File: src/efsa_pkg.sv
package efsa_pkg;

	// Server pool size and derived widths
	localparam int NUM_SERVERS = 8;
	localparam int SRV_W = (NUM_SERVERS > 1) ? $clog2(NUM_SERVERS) : 1;
	localparam int CNT_W = $clog2(NUM_SERVERS + 1);

	// Field widths
	localparam int ARR_W     = 20;
	localparam int SVC_W     = 16;
	localparam int FREE_W    = 24;
	localparam int SUM_W     = 32;
	localparam int TALLY_W   = 16;
	localparam int THR_W     = 16;
	localparam int ACT_W     = 4;
	localparam int SIDX_W    = 3;
	localparam int CFG_IDX_W = 1;
	localparam int CFG_DAT_W = 16;

	// Register reset values
	localparam logic [ACT_W-1:0] ACT_RESET = ACT_W'(8);
	localparam logic [THR_W-1:0] THR_RESET = THR_W'(10);

	// Register indexes
	localparam logic [CFG_IDX_W-1:0] REG_ACTIVE_SERVERS = 1'b0;
	localparam logic [CFG_IDX_W-1:0] REG_WAIT_THRESHOLD = 1'b1;

	typedef logic [FREE_W-1:0] free_t;
	typedef logic [SRV_W-1:0]  srv_t;
	typedef logic [CNT_W-1:0]  cnt_t;

	typedef enum logic [1:0] {
		ST_IDLE,
		ST_SCAN,
		ST_CALC,
		ST_COMMIT
	} state_t;

endpackage

File: src/earliest_free_server_assigner_unit.sv
// Channel   Signals                               Direction  Moves
// item      item_valid/item_ready + 2 fields      in         one customer word
// result    result_valid/result_ready + 5 fields  out        one assignment word
// cfg       cfg_we, cfg_index, cfg_wdata          in         one register write
//
// The servers in use number active_servers clamped to 1..NUM_SERVERS: one shared
// 24-bit comparator walks the free times one server per cycle, then a wait step
// and a commit step. Reset clears every free time and both totals, and sets the
// registers to their defaults. A stalled result holds the commit step; the result
// register lets the block take the next word while a finished result waits.
module earliest_free_server_assigner_unit (
	input  logic                            clk,
	input  logic                            arst_n,
	input  logic                            item_valid,
	output logic                            item_ready,
	input  logic [efsa_pkg::ARR_W-1:0]      arrival_time,
	input  logic [efsa_pkg::SVC_W-1:0]      service_time,
	output logic                            result_valid,
	input  logic                            result_ready,
	output logic [efsa_pkg::SIDX_W-1:0]     server_index,
	output logic [efsa_pkg::FREE_W-1:0]     wait_time,
	output logic                            long_wait,
	output logic [efsa_pkg::SUM_W-1:0]      total_wait,
	output logic [efsa_pkg::TALLY_W-1:0]    long_wait_count,
	input  logic                            cfg_we,
	input  logic [efsa_pkg::CFG_IDX_W-1:0]  cfg_index,
	input  logic [efsa_pkg::CFG_DAT_W-1:0]  cfg_wdata
);
	import efsa_pkg::*;

	// Configuration registers
	logic [ACT_W-1:0] active_q;
	logic [THR_W-1:0] thr_q;

	// Per-server free times; read at the scan address and, for the seed, at server 0
	free_t free_q [NUM_SERVERS];

	// Sequencer and working registers
	state_t state_q, state_d;
	cnt_t   idx_q;
	srv_t   best_idx_q;
	free_t  best_val_q;
	cnt_t   count_q;
	logic [ARR_W-1:0] arr_q;
	logic [SVC_W-1:0] svc_q;
	free_t  wait_q;
	free_t  start_q;

	// Running totals
	logic [SUM_W-1:0]   sum_q;
	logic [TALLY_W-1:0] tally_q;

	// Result register
	logic                result_valid_q;
	logic [SIDX_W-1:0]   srv_out_q;
	free_t               wait_out_q;
	logic                long_out_q;

	logic  accept;
	logic  out_free;
	logic  commit;
	cnt_t  count_use;
	free_t scan_val;
	logic [7:0] act_ext;

	logic [FREE_W:0]  next_free_wide;
	free_t            next_free;
	logic [SUM_W:0]   sum_wide;
	logic [SUM_W-1:0] sum_next;
	logic             is_long;
	logic [TALLY_W-1:0] tally_next;
	free_t            arr_ext;

	// Clamp the active count to 1..NUM_SERVERS
	always_comb begin
		act_ext = {{(8 - ACT_W){1'b0}}, active_q};
		if (act_ext == 8'd0) begin
			count_use = CNT_W'(1);
		end else if (act_ext > 8'(NUM_SERVERS)) begin
			count_use = CNT_W'(NUM_SERVERS);
		end else begin
			count_use = CNT_W'(act_ext);
		end
	end

	assign scan_val = free_q[idx_q[SRV_W-1:0]];
	assign out_free = !result_valid_q || result_ready;
	assign accept   = item_valid && item_ready;

	// Commit arithmetic: new free time, saturating totals, long-wait flag
	always_comb begin
		next_free_wide = {1'b0, start_q} + {{(FREE_W + 1 - SVC_W){1'b0}}, svc_q};
		next_free      = next_free_wide[FREE_W] ? {FREE_W{1'b1}} : next_free_wide[FREE_W-1:0];
		sum_wide       = {1'b0, sum_q} + {{(SUM_W + 1 - FREE_W){1'b0}}, wait_q};
		sum_next       = sum_wide[SUM_W] ? {SUM_W{1'b1}} : sum_wide[SUM_W-1:0];
		is_long        = wait_q > {{(FREE_W - THR_W){1'b0}}, thr_q};
		tally_next     = (is_long && (tally_q != {TALLY_W{1'b1}})) ? tally_q + 1'b1 : tally_q;
	end

	assign arr_ext = {{(FREE_W - ARR_W){1'b0}}, arr_q};

	// Next state and handshake
	always_comb begin
		state_d    = state_q;
		item_ready = 1'b0;
		commit     = 1'b0;
		unique case (state_q)
			ST_IDLE: begin
				item_ready = 1'b1;
				if (item_valid) begin
					state_d = (count_use == CNT_W'(1)) ? ST_CALC : ST_SCAN;
				end
			end
			ST_SCAN: begin
				if (idx_q == count_q - 1'b1) begin
					state_d = ST_CALC;
				end
			end
			ST_CALC: begin
				state_d = ST_COMMIT;
			end
			ST_COMMIT: begin
				if (out_free) begin
					commit  = 1'b1;
					state_d = ST_IDLE;
				end
			end
			default: begin
				state_d = ST_IDLE;
			end
		endcase
	end

	always_ff @(posedge clk or negedge arst_n) begin
		if (!arst_n) begin
			state_q <= ST_IDLE;
		end else begin
			state_q <= state_d;
		end
	end

	// Configuration writes
	always_ff @(posedge clk or negedge arst_n) begin
		if (!arst_n) begin
			active_q <= ACT_RESET;
			thr_q    <= THR_RESET;
		end else if (cfg_we) begin
			unique case (cfg_index)
				REG_ACTIVE_SERVERS: active_q <= cfg_wdata[ACT_W-1:0];
				REG_WAIT_THRESHOLD: thr_q    <= cfg_wdata[THR_W-1:0];
				default: ;
			endcase
		end
	end

	// Scan: capture the word, seed with server 0, then walk one server per cycle.
	// Strict less-than keeps the lowest index on a tie.
	always_ff @(posedge clk) begin
		if (accept) begin
			arr_q      <= arrival_time;
			svc_q      <= service_time;
			count_q    <= count_use;
			best_idx_q <= '0;
			best_val_q <= free_q[0];
			idx_q      <= CNT_W'(1);
		end else if (state_q == ST_SCAN) begin
			if (scan_val < best_val_q) begin
				best_idx_q <= idx_q[SRV_W-1:0];
				best_val_q <= scan_val;
			end
			idx_q <= idx_q + 1'b1;
		end
	end

	// Wait step: clamp at zero; service starts at the later of free and arrival
	always_ff @(posedge clk) begin
		if (state_q == ST_CALC) begin
			if (best_val_q > arr_ext) begin
				wait_q  <= best_val_q - arr_ext;
				start_q <= best_val_q;
			end else begin
				wait_q  <= '0;
				start_q <= arr_ext;
			end
		end
	end

	// Commit: update the chosen server, totals and the result register
	always_ff @(posedge clk or negedge arst_n) begin
		if (!arst_n) begin
			for (int k = 0; k < NUM_SERVERS; k++) begin
				free_q[k] <= '0;
			end
			sum_q          <= '0;
			tally_q        <= '0;
			result_valid_q <= 1'b0;
		end else begin
			if (commit) begin
				free_q[best_idx_q] <= next_free;
				sum_q              <= sum_next;
				tally_q            <= tally_next;
				result_valid_q     <= 1'b1;
			end else if (result_ready) begin
				result_valid_q <= 1'b0;
			end
		end
	end

	always_ff @(posedge clk) begin
		if (commit) begin
			srv_out_q  <= SIDX_W'(best_idx_q);
			wait_out_q <= wait_q;
			long_out_q <= is_long;
		end
	end

	assign result_valid    = result_valid_q;
	assign server_index    = srv_out_q;
	assign wait_time       = wait_out_q;
	assign long_wait       = long_out_q;
	assign total_wait      = sum_q;
	assign long_wait_count = tally_q;

	// The scan index stays inside the servers in use
	a_scan_range: assert property (@(posedge clk) disable iff (!arst_n)
		state_q == ST_SCAN |-> idx_q < count_q)
		else $error("scan index ran past the active servers");

	// The held minimum is the stored free time of the chosen server
	a_best_match: assert property (@(posedge clk) disable iff (!arst_n)
		state_q == ST_CALC |-> best_val_q == free_q[best_idx_q])
		else $error("held minimum differs from the chosen server's free time");

	// The long-wait flag agrees with the threshold for the shown word
	a_long_flag: assert property (@(posedge clk) disable iff (!arst_n)
		result_valid_q |-> long_out_q == (wait_out_q > {{(FREE_W - THR_W){1'b0}}, thr_q}))
		else $error("long-wait flag disagrees with the threshold");

	// Totals never go down at a commit
	a_sum_mono: assert property (@(posedge clk) disable iff (!arst_n)
		commit |=> (sum_q >= $past(sum_q)) && (tally_q >= $past(tally_q)))
		else $error("running totals decreased");

endmodule

File: config.mk
export PLATFORM = sky130hd
export DESIGN_NAME = earliest_free_server_assigner_unit
export DESIGN_NICKNAME = d
export VERILOG_FILES = /design/src/efsa_pkg.sv /design/src/earliest_free_server_assigner_unit.sv
export SDC_FILE = /design/constraint.sdc
export NUM_CORES = 1
export LEC_CHECK = 0
export BUFFER_PORTS_ARGS = -buffer_cell sky130_fd_sc_hd__buf_2
export CAP_MARGIN = 20
export CORE_ASPECT_RATIO = 1.25
export CORE_MARGIN = 2
export CORE_UTILIZATION = 45
export CTS_CLUSTER_DIAMETER = 120
export DETAILED_ROUTE_END_ITERATION = 10
export MAX_ROUTING_LAYER = met4
export PLACE_DENSITY = 0.69
export SLEW_MARGIN = 15
export SYNTH_ARGS = -nofsm -noshare
export SYNTH_HDL_FRONTEND = slang
export SYNTH_SLANG_ARGS = --single-unit
File: constraint.sdc
create_clock -name clk -period 10.26 [get_ports clk]
set_input_delay 0.513 -clock clk [delete_from_list [all_inputs] [get_ports clk]]
set_output_delay 0.513 -clock clk [all_outputs]
set_load 0.02 [all_outputs]
==> run_results.csv <==
group,metric,value,unit
run_status,outcome,"finished with violations",
run_status,violations,"hold timing",
drt,wl,50400,um
worst_setup_path,startpoint_type,"flop",
global_routing,grtUsageMet2,0.373,
drt,avgRoutedWirePerCell,19.2,um
synthesis,ys_types,72,
power_and_ir_drop,combPwrFrac,0.455,
power_and_ir_drop,seqPwrFrac,0.360,
power_and_ir_drop,max-vdd-ir-drop,0.157,mV
layout,drive_gt1_frac,0.166,
global_routing,use_met1,0.266,
drt,drtPass1Iterations,5,
clock_tree,postCtsSetupBuffers,0,
power_and_ir_drop,power.switching,3.18,mW
clock_tree,holdBufCountCts,0,
global_routing,use_met3,0.0281,
power_and_ir_drop,powerDensity,344,nW/um^2
worst_setup_path,crit_required,10.44,ns
timing,fin_crit,4.30,ns
synthesis,synth_area_leaders,"dfrtp_1 32%, edfxtp_1 20%, ha_1 6.4%",
die,core_area,45200,sq um
timing,tightest_slew,1.05,ns
worst_setup_path,endpoint_kind,"flop",
worst_hold_path,min_path_type,"input port to async pin",
global_routing,grt_antenna_before_repair,2,
timing,rsz0062_at_grt,"false",
layout,fin_nets,2186,
clock_tree,clockBufferDepth,3,
clock_tree,clkTransAtPathRegs,0.06,ns
layout,fill_cells,3926,
layout,final_cell_mix,"260 x dfrtp_1, 227 x nor2_1, 219 x nand2_1",
worst_setup_path,arrival,4.48,ns
synthesis,synth_area_leader_cell,"dfrtp_1",
die,start_util,0.457,
layout,area_growth,12.3,%
drt,drc,0,
synthesis,yosysWarnings,0,
synthesis,syn-cell-area,20600,sq um
global_routing,grt_max_degree,178,
global_routing,gr-usage-all-layers,0.221,
power_and_ir_drop,clkPwrFrac,0.185,
drt,drt_iter0_drc,1060,
global_routing,grt_pass1_vias,15200,
synthesis,avgSynthCellArea,10.8,sq um
power_and_ir_drop,p_int,4.79,mW
timing,relSlewSlack,0.295,
clock_tree,cts_htree_levels,2,
drt,routed-via-count,14800,
worst_setup_path,criticalPathCategory,"flop to flop",
clock_tree,clk_latency,0.55,ns
timing,finalSetupViolations,0,
clock_tree,root_buffer,"clkbuf_16",
synthesis,synth_edf_count,140,
power_and_ir_drop,p_leak,10.3,nW
worst_setup_path,cp.buffers_inverters,1,
global_routing,busiest_layer,"met2",
timing,hold_viol,17,
layout,layout_commonest_cell,"dfrtp_1",
die,die_y,243,um
die,die_width,196,um
synthesis,syn_nets,2079,
place,hpwl,35200,um
worst_setup_path,crit_family,"compound AO/OA/AOI/OAI gates",
synthesis,async_flop_share,0.641,
synthesis,synth_top_area_share,0.315,
die,row_count,87,
clock_tree,cts_made_buffers,40,
timing,final_max_slew_viol_count,0,
synthesis,synthCells,1912,
clock_tree,post_cts_resized,0,
global_routing,grt_pass1_wl,81300,um
die,io_pins,136,
drt,vias_per_cell,5.64,
layout,fin_util,0.513,
global_routing,grt-ovfl-total,0,
clock_tree,clock_sinks,410,
worst_setup_path,critical_path.max_stage_delay,0.65,ns
die,die_area,47600,sq um
timing,post-route-period-util,0.419,
worst_setup_path,worstPathMaxFanout,32,
timing,fmax,232,MHz
worst_setup_path,cp_slowest_cell,"dfxtp_4",
power_and_ir_drop,p_sw_frac,0.399,
place,gp_congestion,0.930,
drt,drtAntennaViolNets,0,
clock_tree,cts_tree,"done",
place,port_buffers,135,
synthesis,synth-seq-cells,410,
job,drv_cap,0,
timing,whs,-0.0247,ns
worst_setup_path,crit_chain,"buf_16, mux4_2, mux2_2, ha_1, a21oi_1, nor2b_1, o21ai_0, a21oi_1, o21a_1, o21ai_0, o211a_1, or2_2",
timing,worst_clock_skew,0.0211,ns
synthesis,synth_ff_type,"dfrtp_1",
timing,tns,0,ns
synthesis,yosysSeqAreaShare,0.529,
-- kinds of logic (layout without fill, tap and decap cells) --
family | after synthesis | count (layout) | share of synthesized area
buf+inv | 168 | 305 | 0.0323
fa+ha+maj | 109 | 109 | 0.0671
compound gates | 449 | 449 | 0.129
simple gates | 588 | 588 | 0.123
mux | 110 | 110 | 0.0857
xor+xnor | 78 | 78 | 0.0331
flops | 410 | 410 | 0.529
other cells | 0 | 2 | 0
-- Yosys cell counts, types with 23 or more instances --
cell	n
xnor2_1	42
o21ai_0	183
nand2_1	219
inv_1	80
clkbuf_1	64
ha_1	106
mux4_2	48
edfxtp_1	140
nor2_1	227
dfrtp_1	260
nand3_1	23
mux2_2	55
xor2_1	36
a21oi_1	107
a21o_1	40
a31oi_1	32
-- registers in the layout, summed over array words and instances (netlist names) --
signal and count:
active_q 4, arr_q 20, best_idx_q 3, best_val_q 24
count_q 4, free_q 192, idx_q 4, long_wait 1
long_wait_count 16, result_valid 1, server_index 3, start_q 24
state_q 2, svc_q 16, thr_q 16, total_wait 32
wait_q 24, wait_time 24
-- cell type report --
class                           count  area [sq um]  share of cell area
Clock inverter                     11           131             0.00567
Timing Repair Buffer              153           853              0.0368
Multi-Input combinational cell   1334          9070               0.391
Tap cell                          578           723              0.0312
Antenna cell                        2          5.00            0.000216
Inverter                           80           300              0.0130
Sequential cell                   410         10900               0.472
Clock buffer                       61          1160              0.0501
-- final timing paths --
check / from / to / slack, ns / depth (start not counted)
max in group asynchronous: arst_n / free_q[65]$_DFFE_PN0P_ / 8.84 / 2
min in group clk: arrival_time[15] / arr_q[15]$_DFFE_PP_ / 0.14 / 1
worst min register to register: free_q[104]$_DFFE_PN0P_ / free_q[104]$_DFFE_PN0P_ / 0.48 / 2
worst max-delay path: idx_q[0]$_SDFFE_PP1N_ / best_val_q[4]$_DFFE_PP_ / 5.96 / 12
worst min-delay path: arst_n / long_wait_count[13]$_DFFE_PN0P_ / -0.02 / 1
worst max register to register: idx_q[0]$_SDFFE_PP1N_ / best_val_q[4]$_DFFE_PP_ / 5.96 / 12
-- per-layer routing --
layer | up-vias | wire (um) | share of wire
met4 | 0 | 2180 | 0.043
li1 | 7017 | - | -
met5 | - | 0 | 0
met2 | 492 | 25200 | 0.50
met1 | 7192 | 20400 | 0.41
met3 | 131 | 2550 | 0.051
-- power by group through the flow --
| stage | registers (mW) | logic, mW | clock network (mW) |
|---|---|---|---|
| 3_3_place_gp | 2.90 | 3.43 | 0 |
| 6_report | 2.87 | 3.63 | 1.48 |
| 4_1_cts | 2.90 | 3.56 | 1.50 |
| 5_1_grt | 2.93 | 4.05 | 1.56 |
| 3_5_place_dp | 2.92 | 3.54 | 0 |
| 2_1_floorplan | 2.81 | 2.67 | 0 |
-- per-stage QoR --
step	setup WS, ns	std cells	total power, mW	hold slack (ns)	area [sq um]
floorplan	6.23	1912	5.48	0.217	20600
global placement	5.78	2553	6.33	0.450	21800
detailed placement	5.68	2553	6.46	0.466	21800
CTS	5.66	2625	7.96	0.000988	23100
global route	5.65	2629	8.54	0.0385	23200
finish	5.96	2629	7.97	-0.0247	23200
(Power assumes the default switching activity.)
